`config.mk`:
```
export PLATFORM = sky130hd
export DESIGN_NAME = two_objective_pareto_filter
export DESIGN_NICKNAME = d
export VERILOG_FILES = /design/src/rtl/pof_pkg.sv /design/src/rtl/pof_cell.sv /design/src/rtl/two_objective_pareto_filter.sv
export VERILOG_INCLUDE_DIRS = /design/src /design/src/rtl
export SDC_FILE = /design/constraint.sdc
export NUM_CORES = 2
export LEC_CHECK = 0
export BUFFER_PORTS_ARGS = -buffer_cell sky130_fd_sc_hd__buf_4
export CORE_MARGIN = 2
export CORE_UTILIZATION = 40
export DETAILED_ROUTE_END_ITERATION = 8
export SYNTH_ARGS = -nofsm -noshare
export SYNTH_HDL_FRONTEND = slang
export SYNTH_SLANG_ARGS = --single-unit
export TNS_END_PERCENT = 30
```
`constraint.sdc`:
```
create_clock -name clk -period 12.2 [get_ports clk]
set_clock_uncertainty 0.05 [all_clocks]
set_input_delay 1.22 -clock clk [delete_from_list [all_inputs] [get_ports clk]]
set_output_delay 1.22 -clock clk [all_outputs]
set_load 0.02 [all_outputs]
```
`src/rtl/two_objective_pareto_filter_defines.svh`:
```
// ----------------------------------------------------------------------------
// Pareto filter assertion macros
// Shared assertion forms for the two-objective Pareto filter.
// ----------------------------------------------------------------------------
`ifndef TWO_OBJECTIVE_PARETO_FILTER_DEFINES_SVH
`define TWO_OBJECTIVE_PARETO_FILTER_DEFINES_SVH

// same-cycle implication, clocked on clk, off during rst
`define POF_ASSERT_NOW(label, ante, cons, msg) \
  label: assert property (@(posedge clk) disable iff (rst) (ante) |-> (cons)) \
    else $error(msg);

// next-cycle implication
`define POF_ASSERT_NEXT(label, ante, cons, msg) \
  label: assert property (@(posedge clk) disable iff (rst) (ante) |=> (cons)) \
    else $error(msg);

`endif

```
`src/rtl/pof_pkg.sv`:
```
// ----------------------------------------------------------------------------
// Pareto filter package
// Control bundle driven from the sequencer to every storage cell.
// ----------------------------------------------------------------------------
package pof_pkg;

  typedef struct packed {
    logic clear;   // drop all entries
    logic shift;   // take neighbor contents
    logic wr_en;   // load the write bus into the addressed cell
    logic probe;   // latch dominance flags against the write bus costs
  } pof_ctl_t;

endpackage

```
`src/rtl/pof_cell.sv`:
```
// ----------------------------------------------------------------------------
// Pareto filter cell
// One set slot: entry storage, shift from the upper neighbor, addressed
// write, and local dominance compare against the broadcast costs.
// ----------------------------------------------------------------------------
module pof_cell #(
  parameter int ID_BITS   = 10,
  parameter int COST_BITS = 24,
  parameter int PTR_W     = 4,
  parameter int SLOT      = 0
) (
  input  logic                 clk,
  input  logic                 rst,
  input  pof_pkg::pof_ctl_t    ctl,
  input  logic [PTR_W-1:0]     wr_idx,
  input  logic [ID_BITS-1:0]   wr_id,
  input  logic [COST_BITS-1:0] wr_a,
  input  logic [COST_BITS-1:0] wr_b,
  input  logic                 nb_valid,
  input  logic [ID_BITS-1:0]   nb_id,
  input  logic [COST_BITS-1:0] nb_a,
  input  logic [COST_BITS-1:0] nb_b,
  output logic                 valid,
  output logic [ID_BITS-1:0]   id,
  output logic [COST_BITS-1:0] cost_a,
  output logic [COST_BITS-1:0] cost_b,
  output logic                 dom,
  output logic                 keep
);
  import pof_pkg::*;

  localparam logic [PTR_W-1:0] SLOT_IDX = PTR_W'(SLOT);

  logic wr_hit;

  assign wr_hit = ctl.wr_en && (wr_idx == SLOT_IDX);

  always_ff @(posedge clk) begin
    if (rst) begin
      valid <= 1'b0;
      dom   <= 1'b0;
      keep  <= 1'b0;
    end else begin
      if (wr_hit) begin
        valid <= 1'b1;
      end else if (ctl.clear) begin
        valid <= 1'b0;
      end else if (ctl.shift) begin
        valid <= nb_valid;
      end
      if (ctl.probe) begin
        dom  <= valid && (cost_a <= wr_a) && (cost_b <= wr_b);
        keep <= valid && ((wr_a > cost_a) || (wr_b > cost_b));
      end
    end
  end

  always_ff @(posedge clk) begin
    if (wr_hit) begin
      id     <= wr_id;
      cost_a <= wr_a;
      cost_b <= wr_b;
    end else if (ctl.shift) begin
      id     <= nb_id;
      cost_a <= nb_a;
      cost_b <= nb_b;
    end
  end

endmodule

```
`src/rtl/two_objective_pareto_filter.sv`:
```
// ----------------------------------------------------------------------------
// Two-objective Pareto filter
// Keeps a bounded set of non-dominated entries in a chain of cells.
//
//   port group  dir  tdata (low bit up)                 tuser / tlast
//   s_axis      in   entry_id, cost_a, cost_b           tuser: seed, emit_after
//   m_axis      out  member_id, member_cost_a, _cost_b  tuser: member_valid,
//                                                       overflowed; tlast: last
//
// Seed, dominated offer or full set: states IDLE, CMP, DEC. Accepted offer adds
// one rewrite sweep of the cell chain in S_PASS (one slot per cycle).
// Readout rotates the chain through every slot in S_EMIT, stretched by m_axis
// stalls; an empty set gives one beat. One item at a time; the output
// register lets the next item in while the last beat waits.
// Synchronous reset empties the set and clears the overflow flag at once.
// ----------------------------------------------------------------------------
module two_objective_pareto_filter #(
  parameter int SET_CAPACITY = 16,
  parameter int ID_BITS      = 10,
  parameter int COST_BITS    = 24,
  localparam int FIELD_W     = ID_BITS + 2 * COST_BITS,
  localparam int TDATA_W     = ((FIELD_W + 7) / 8) * 8
) (
  input  logic               clk,
  input  logic               rst,
  input  logic               s_axis_tvalid,
  output logic               s_axis_tready,
  input  logic [TDATA_W-1:0] s_axis_tdata,   // entry_id, cost_a, cost_b
  input  logic [1:0]         s_axis_tuser,   // seed, emit_after
  output logic               m_axis_tvalid,
  input  logic               m_axis_tready,
  output logic [TDATA_W-1:0] m_axis_tdata,   // member_id, member_cost_a, member_cost_b
  output logic [1:0]         m_axis_tuser,   // member_valid, overflowed
  output logic               m_axis_tlast
);
  import pof_pkg::*;

  `include "two_objective_pareto_filter_defines.svh"

  localparam int PTR_W = $clog2(SET_CAPACITY);
  localparam int CNT_W = $clog2(SET_CAPACITY + 1);

  typedef enum logic [4:0] {
    S_IDLE = 5'b00001,
    S_CMP  = 5'b00010,
    S_DEC  = 5'b00100,
    S_PASS = 5'b01000,
    S_EMIT = 5'b10000
  } state_t;

  state_t state;

  logic [ID_BITS-1:0]   it_id;
  logic [COST_BITS-1:0] it_a;
  logic [COST_BITS-1:0] it_b;
  logic                 it_seed;
  logic                 it_emit;

  logic                 hold_valid;
  logic [ID_BITS-1:0]   hold_id;
  logic [COST_BITS-1:0] hold_a;
  logic [COST_BITS-1:0] hold_b;

  logic [CNT_W-1:0]     wcnt;
  logic [CNT_W-1:0]     tcnt;
  logic [PTR_W-1:0]     ecnt;
  logic [CNT_W-1:0]     member_count;
  logic                 ovf;

  logic                 out_valid;
  logic                 out_load;
  logic [ID_BITS-1:0]   out_id;
  logic [COST_BITS-1:0] out_a;
  logic [COST_BITS-1:0] out_b;
  logic                 out_mv;
  logic                 out_last;
  logic                 out_ovf;

  pof_ctl_t             ctl;
  logic [PTR_W-1:0]     wr_idx;
  logic [ID_BITS-1:0]   wr_id;
  logic [COST_BITS-1:0] wr_a;
  logic [COST_BITS-1:0] wr_b;
  logic                 tail_rot;

  logic                 cell_valid [SET_CAPACITY];
  logic [ID_BITS-1:0]   cell_id    [SET_CAPACITY];
  logic [COST_BITS-1:0] cell_a     [SET_CAPACITY];
  logic [COST_BITS-1:0] cell_b     [SET_CAPACITY];
  logic                 nb_valid   [SET_CAPACITY];
  logic [ID_BITS-1:0]   nb_id      [SET_CAPACITY];
  logic [COST_BITS-1:0] nb_a       [SET_CAPACITY];
  logic [COST_BITS-1:0] nb_b       [SET_CAPACITY];
  logic [SET_CAPACITY-1:0] dom_vec;
  logic [SET_CAPACITY-1:0] keep_vec;

  logic                 any_dom;
  logic                 all_keep;
  logic                 c0_keep;
  logic                 tail_cyc;
  logic [CNT_W:0]       pass_pos;
  logic                 can_load;
  logic                 in_list;
  logic                 emit_adv;
  logic                 s_accept;
  state_t               after_state;

  // ---------------------------------------------------------------- cells
  for (genvar i = 0; i < SET_CAPACITY; i++) begin : g_cell
    if (i == SET_CAPACITY - 1) begin : g_tail
      assign nb_valid[i] = tail_rot && cell_valid[0];
      assign nb_id[i]    = cell_id[0];
      assign nb_a[i]     = cell_a[0];
      assign nb_b[i]     = cell_b[0];
    end else begin : g_link
      assign nb_valid[i] = cell_valid[i+1];
      assign nb_id[i]    = cell_id[i+1];
      assign nb_a[i]     = cell_a[i+1];
      assign nb_b[i]     = cell_b[i+1];
    end

    pof_cell #(
      .ID_BITS   (ID_BITS),
      .COST_BITS (COST_BITS),
      .PTR_W     (PTR_W),
      .SLOT      (i)
    ) u_cell (
      .clk      (clk),
      .rst      (rst),
      .ctl      (ctl),
      .wr_idx   (wr_idx),
      .wr_id    (wr_id),
      .wr_a     (wr_a),
      .wr_b     (wr_b),
      .nb_valid (nb_valid[i]),
      .nb_id    (nb_id[i]),
      .nb_a     (nb_a[i]),
      .nb_b     (nb_b[i]),
      .valid    (cell_valid[i]),
      .id       (cell_id[i]),
      .cost_a   (cell_a[i]),
      .cost_b   (cell_b[i]),
      .dom      (dom_vec[i]),
      .keep     (keep_vec[i])
    );
  end

  // ------------------------------------------------------------- control
  assign any_dom  = |dom_vec;
  assign all_keep = &keep_vec;
  assign c0_keep  = cell_valid[0] && ((it_a > cell_a[0]) || (it_b > cell_b[0]));

  // slot that lands at rank wcnt once the remaining sweep shifts are done
  assign tail_cyc = (tcnt == CNT_W'(SET_CAPACITY));
  assign pass_pos = tail_cyc ? {1'b0, wcnt}
                             : {1'b0, wcnt} + (CNT_W+1)'(SET_CAPACITY - 1) - {1'b0, tcnt};

  assign s_axis_tready = (state == S_IDLE);
  assign s_accept      = s_axis_tvalid && s_axis_tready;
  assign can_load      = !out_valid || m_axis_tready;
  assign in_list       = (CNT_W'(ecnt) < member_count);
  assign emit_adv      = in_list ? can_load : 1'b1;
  assign after_state   = it_emit ? S_EMIT : S_IDLE;
  assign out_load      = (state == S_EMIT) && can_load &&
                         ((member_count == '0) || in_list);

  always_comb begin
    ctl      = '0;
    wr_idx   = '0;
    wr_id    = it_id;
    wr_a     = it_a;
    wr_b     = it_b;
    tail_rot = 1'b0;
    case (state)
      S_CMP: begin
        ctl.probe = 1'b1;
      end
      S_DEC: begin
        if (it_seed) begin
          ctl.clear = 1'b1;
          ctl.wr_en = 1'b1;
        end else if (!any_dom && !all_keep) begin
          ctl.shift = 1'b1;
          ctl.wr_en = 1'b1;
          wr_idx    = PTR_W'(SET_CAPACITY - 1);
        end
      end
      S_PASS: begin
        ctl.shift = !tail_cyc;
        ctl.wr_en = hold_valid;
        wr_idx    = pass_pos[PTR_W-1:0];
        wr_id     = hold_id;
        wr_a      = hold_a;
        wr_b      = hold_b;
      end
      S_EMIT: begin
        ctl.shift = emit_adv && (member_count != '0);
        tail_rot  = 1'b1;
      end
      default: begin
        ctl = '0;
      end
    endcase
  end

  always_ff @(posedge clk) begin
    if (rst) begin
      state        <= S_IDLE;
      member_count <= '0;
      ovf          <= 1'b0;
      hold_valid   <= 1'b0;
      out_valid    <= 1'b0;
    end else begin
      out_valid <= out_load || (out_valid && !m_axis_tready);
      case (state)
        S_IDLE: begin
          if (s_accept) begin
            state <= S_CMP;
          end
        end
        S_CMP: begin
          state <= S_DEC;
        end
        S_DEC: begin
          if (it_seed) begin
            member_count <= CNT_W'(1);
            ovf          <= 1'b0;
            state        <= after_state;
          end else if (any_dom) begin
            state <= after_state;
          end else if (all_keep) begin
            ovf   <= 1'b1;
            state <= after_state;
          end else begin
            hold_valid <= c0_keep;
            state      <= S_PASS;
          end
        end
        S_PASS: begin
          hold_valid <= c0_keep;
          if (tail_cyc) begin
            member_count <= wcnt + CNT_W'(hold_valid);
            state        <= after_state;
          end
        end
        S_EMIT: begin
          if (member_count == '0) begin
            if (can_load) begin
              state <= S_IDLE;
            end
          end else if (emit_adv) begin
            if (ecnt == PTR_W'(SET_CAPACITY - 1)) begin
              state <= S_IDLE;
            end
          end
        end
        default: begin
          state <= S_IDLE;
        end
      endcase
    end
  end

  // payload and counters
  always_ff @(posedge clk) begin
    if (s_accept) begin
      it_id   <= s_axis_tdata[ID_BITS-1:0];
      it_a    <= s_axis_tdata[ID_BITS+COST_BITS-1:ID_BITS];
      it_b    <= s_axis_tdata[FIELD_W-1:ID_BITS+COST_BITS];
      it_seed <= s_axis_tuser[0];
      it_emit <= s_axis_tuser[1];
    end
    if (state == S_DEC || state == S_PASS) begin
      hold_id <= cell_id[0];
      hold_a  <= cell_a[0];
      hold_b  <= cell_b[0];
    end
    if (state == S_DEC) begin
      wcnt <= CNT_W'(1);
      tcnt <= CNT_W'(1);
    end else if (state == S_PASS) begin
      if (hold_valid) begin
        wcnt <= wcnt + CNT_W'(1);
      end
      tcnt <= tcnt + CNT_W'(1);
    end
    if (state != S_EMIT) begin
      ecnt <= '0;
    end else if (emit_adv && (member_count != '0)) begin
      ecnt <= ecnt + PTR_W'(1);
    end
    if (state == S_EMIT && can_load) begin
      if (member_count == '0) begin
        out_id   <= '0;
        out_a    <= '0;
        out_b    <= '0;
        out_mv   <= 1'b0;
        out_last <= 1'b1;
        out_ovf  <= ovf;
      end else if (in_list) begin
        out_id   <= cell_id[0];
        out_a    <= cell_a[0];
        out_b    <= cell_b[0];
        out_mv   <= 1'b1;
        out_last <= (CNT_W'(ecnt) + CNT_W'(1) == member_count);
        out_ovf  <= ovf;
      end
    end
  end

  assign m_axis_tvalid = out_valid;
  assign m_axis_tdata  = TDATA_W'({out_b, out_a, out_id});
  assign m_axis_tuser  = {out_ovf, out_mv};
  assign m_axis_tlast  = out_last;

  // ---------------------------------------------------------- assertions
  `POF_ASSERT_NOW(a_count_bound, 1'b1, member_count <= CNT_W'(SET_CAPACITY),
    "member count above capacity")
  `POF_ASSERT_NOW(a_pass_slot, (state == S_PASS) && hold_valid,
    pass_pos < (CNT_W+1)'(SET_CAPACITY), "sweep write outside the chain")
  `POF_ASSERT_NEXT(a_seed_count, (state == S_DEC) && it_seed,
    member_count == CNT_W'(1), "seed did not leave a single member")
  `POF_ASSERT_NOW(a_empty_last, m_axis_tvalid && !m_axis_tuser[0], m_axis_tlast,
    "empty readout beat without last")

endmodule
```
==> impl_metrics.tcl <==
set metrics [dict create \
    clkSinkCount 1182 \
    gp_routability_congestion 0.929 \
    insertion_delay_ps 800 \
    synth_ff_type "edfxtp_1" \
    drtAntennaViolNets 0 \
    outcome "finished clean" \
    cts_tree "done" \
    pwr-share-seq_pct 42.5 \
    cts_buffers 133 \
    p_int_mw 7.49 \
    portBuffers 126 \
    reg2regPathDepth 16 \
    period_share_pct 53.3 \
    grt_pass1_vias 46400 \
    power_leakage_nw 29.4 \
    tns_ps 0 \
    initial_utilization_pct 40.3 \
    cts_hold_buf 0 \
    final_cell_mix "edfxtp_1 (1107), nand2_1 (1065), o21ai_0 (950)" \
    worstMarginPinSlew_ps 1340 \
    synth_edf_count 1107 \
    cp.required_ps 12870 \
    post-route-util_pct 45.1 \
    synth_top_cell_by_area "edfxtp_1" \
    num_rows 149 \
    worst_path_largest_cell_delay_ps 760 \
    dr.first_iter.drc_count 4415 \
    synth_top_cell_area_share_pct 49.9 \
    drv_cap 0 \
    core-area_sq_um 165000 \
    ys_types 97 \
    synthArstFlopShare_pct 0 \
    slew_headroom_pct 10.6 \
    drt-pass1-iter-count 5 \
    r2r_end "g_cell[8].u_cell.dom$_SDFFE_PP0P_" \
    swShare_pct 31.4 \
    reg2reg_slack_ps 5700 \
    drive_above_1_share_pct 8.11 \
    clk_pin_slew_ps 70 \
    cp-end-kind "flip-flop" \
    hold_viol_final 0 \
    setup_violations 0 \
    synth_seq_cells 1182 \
    wl_per_cell_um 21.8 \
    crit_arrival_ps 7170 \
    layout.nets 7162 \
    fp.dieW_um 412 \
    hold_depth 2 \
    grt.total_usage_pct 21.9 \
    yosys-top-cells-area "edfxtp_1 (50%), ha_1 (13%), o21ai_0 (7.1%)" \
    ctsRootBufferMaster "clkbuf_16" \
    syn2layout_area_growth_pct 11.8 \
    cp_cell_sequence "nor3_4 -> buf_4 -> nand2_4 -> buf_4 -> buf_4 -> mux2i_4 -> buf_4 -> ha_1 -> a21o_1 -> a21o_1 -> a2111oi_0 -> o221ai_1 -> a22oi_1 -> o211ai_1 -> o21ai_0 -> a22o_1" \
    crit_path_frequent_cell "buf_4" \
    worst-path-buf-inv 4 \
    layout_commonest_cell "edfxtp_1" \
    dp_hpwl_um 130000 \
    cts_resized 0 \
    cts_max_path_buffers 3 \
    path_class "reg -> reg" \
    ys_warn_count 0 \
    worstPathMaxFanout 41 \
    globalRouteOverflowTotal 0 \
    grt_max_degree 118 \
    r2r-start "state[4]$_SDFFE_PP0P_" \
    hold_path_startpoint "g_cell[4].u_cell.dom$_SDFFE_PP0P_" \
    rsz0062_at_grt "false" \
    power_density_nw_per_um2 146 \
    routed_wl_um 189000 \
    syn_avg_cell_area_sq_um 10.5 \
    pwr-share-clk_pct 35.6 \
    start_kind "flip-flop" \
    die_h_um 412 \
    cts_max_level 4 \
    dieArea_sq_um 170000 \
    yosysSeqAreaShare_pct 52.1 \
    whs_endpoint "g_cell[4].u_cell.dom$_SDFFE_PP0P_" \
    hold_class "reg -> reg" \
    netlist_instances 6345 \
    vdd_drop_max_uv 145 \
    syn_area_sq_um 66600 \
    max_freq_ghz 0.154 \
    switchingPower_mw 3.43 \
    slew_viol_final 0 \
    drcViolationCount 0 \
    cpLargestDelayFamily "compound AO/OA/AOI/OAI gates" \
    combPwrFrac_pct 21.8 \
    antenna_found_initial 0 \
    crit_slowest_cell "nand2_4" \
    post_cts_buffers 0 \
    min_period_ps 6500 \
    io_pins 139 \
    grt_first_pass_wirelength_um 284000 \
    num_vias 48800 \
    viasPerCell 5.63 \
]
## area by class of cell
cell class / instances / area (sq um)
antenna: 2 / 5.00
sequential: 1182 / 34700
inverter: 206 / 773
timing repair buffer: 228 / 1710
tap: 2189 / 2740
fill: 15300 / 90600
clock buffer: 163 / 3480
multi-input combinational: 4623 / 30400
clock inverter: 80 / 652
## synth_stat cells, drive strengths merged, types with 10 or more instances
library cell / number
edfxtp: 1107
nand2: 1082
o21ai: 978
ha: 717
nor2: 342
a21oi: 315
clkbuf: 250
inv: 204
nand4: 135
nand3: 99
buf: 89
a21o: 79
xnor2: 77
dfxtp: 75
nor2b: 68
mux2i: 62
o211ai: 56
maj3: 43
nor3: 38
a211oi: 35
and3: 35
or3: 29
a2111oi: 24
a21boi: 24
nor4: 24
a221oi: 23
a22oi: 22
and4: 21
o22ai: 21
a31oi: 20
and2: 19
or2: 17
o31ai: 16
o2111ai: 14
a211o: 13
xor2: 13
nand4b: 12
o21bai: 12
a221o: 11
o221ai: 11
o41ai: 10
## how the worst max path moves through the flow
| stage | from | to | slack (ps) | cells after the start |
|---|---|---|---|---|
| 2_1_floorplan | state[3]$_SDFFE_PP0P_ | g_cell[4].u_cell.keep$_SDFFE_PP0P_ | 7600 | 16 |
| 3_3_place_gp | state[4]$_SDFFE_PP0P_ | g_cell[8].u_cell.dom$_SDFFE_PP0P_ | 5740 | 16 |
| 3_5_place_dp | state[4]$_SDFFE_PP0P_ | g_cell[8].u_cell.dom$_SDFFE_PP0P_ | 5700 | 16 |
| 4_1_cts | state[4]$_SDFFE_PP0P_ | g_cell[8].u_cell.dom$_SDFFE_PP0P_ | 5670 | 16 |
| 5_1_grt | state[4]$_SDFFE_PP0P_ | g_cell[8].u_cell.dom$_SDFFE_PP0P_ | 5500 | 16 |
| 6_report | state[4]$_SDFFE_PP0P_ | g_cell[8].u_cell.dom$_SDFFE_PP0P_ | 5700 | 16 |
## flip-flops by register name, summed over array words and instances, names as in the netlist, 4 cells and up
signal and cells:
g_cell.u_cell.cost_a 384, g_cell.u_cell.cost_b 384, g_cell.u_cell.id 160, hold_a 24, hold_b 24, it_a 24, it_b 24, out_a 24
out_b 24, g_cell.u_cell.dom 16, g_cell.u_cell.keep 16, g_cell.u_cell.valid 16, hold_id 10, it_id 10, out_id 10, member_count 5
state 5, tcnt 5, wcnt 5, ecnt 4
## stage by stage
stage / power, mW / setup slack (ps) / instance area, sq um / std cells / hold WS, ps
global route: 11.4 / 5500 / 74500 / 8671 / 420
global placement: 6.98 / 5740 / 70400 / 8428 / 390
finish: 10.9 / 5700 / 74500 / 8673 / 415
floorplan: 6.18 / 7600 / 66700 / 6350 / 359
CTS: 11.0 / 5670 / 74500 / 8671 / 412
detailed placement: 7.07 / 5700 / 70400 / 8428 / 397
## tightest hold or removal path, delay by kind of cell, from the launching register on
kind | cells | cell delay (ps)
flops | 1 | 310
compound gates | 1 | 50
simple gates | 1 | 50
## logic make-up after synthesis
family	share of synthesized area [%]
multiplexers	0.931
flip-flops	52.1
XOR/XNOR	1.18
other	0.00563
AND/OR/NAND/NOR	13.1
AO/OA/AOI/OAI	15.2
adder cells (fa/ha/maj)	14.1
buffers and inverters	3.28
## metal layers
metal,global-route usage [%],wire length (um),part of all wire [%],up-vias
li1,-,-,-,23600
met1,30.4,85000,45,23300
met2,33.5,82800,44,1565
met3,5.22,15200,8.0,292
met4,7.24,5690,3.0,0
met5,0,0,0,-
## power by group through the flow
| stage | sequential (mW) | combinational (mW) | clock [mW] |
|---|---|---|---|
| after floorplan | 4.68 | 1.50 | 0 |
| after global placement | 4.73 | 2.26 | 0 |
| after detailed placement | 4.73 | 2.35 | 0 |
| after CTS | 4.65 | 2.36 | 3.97 |
| after global routing | 4.66 | 2.65 | 4.11 |
| final | 4.65 | 2.39 | 3.89 |
No activity file was read; power rests on OpenSTA's default activity.
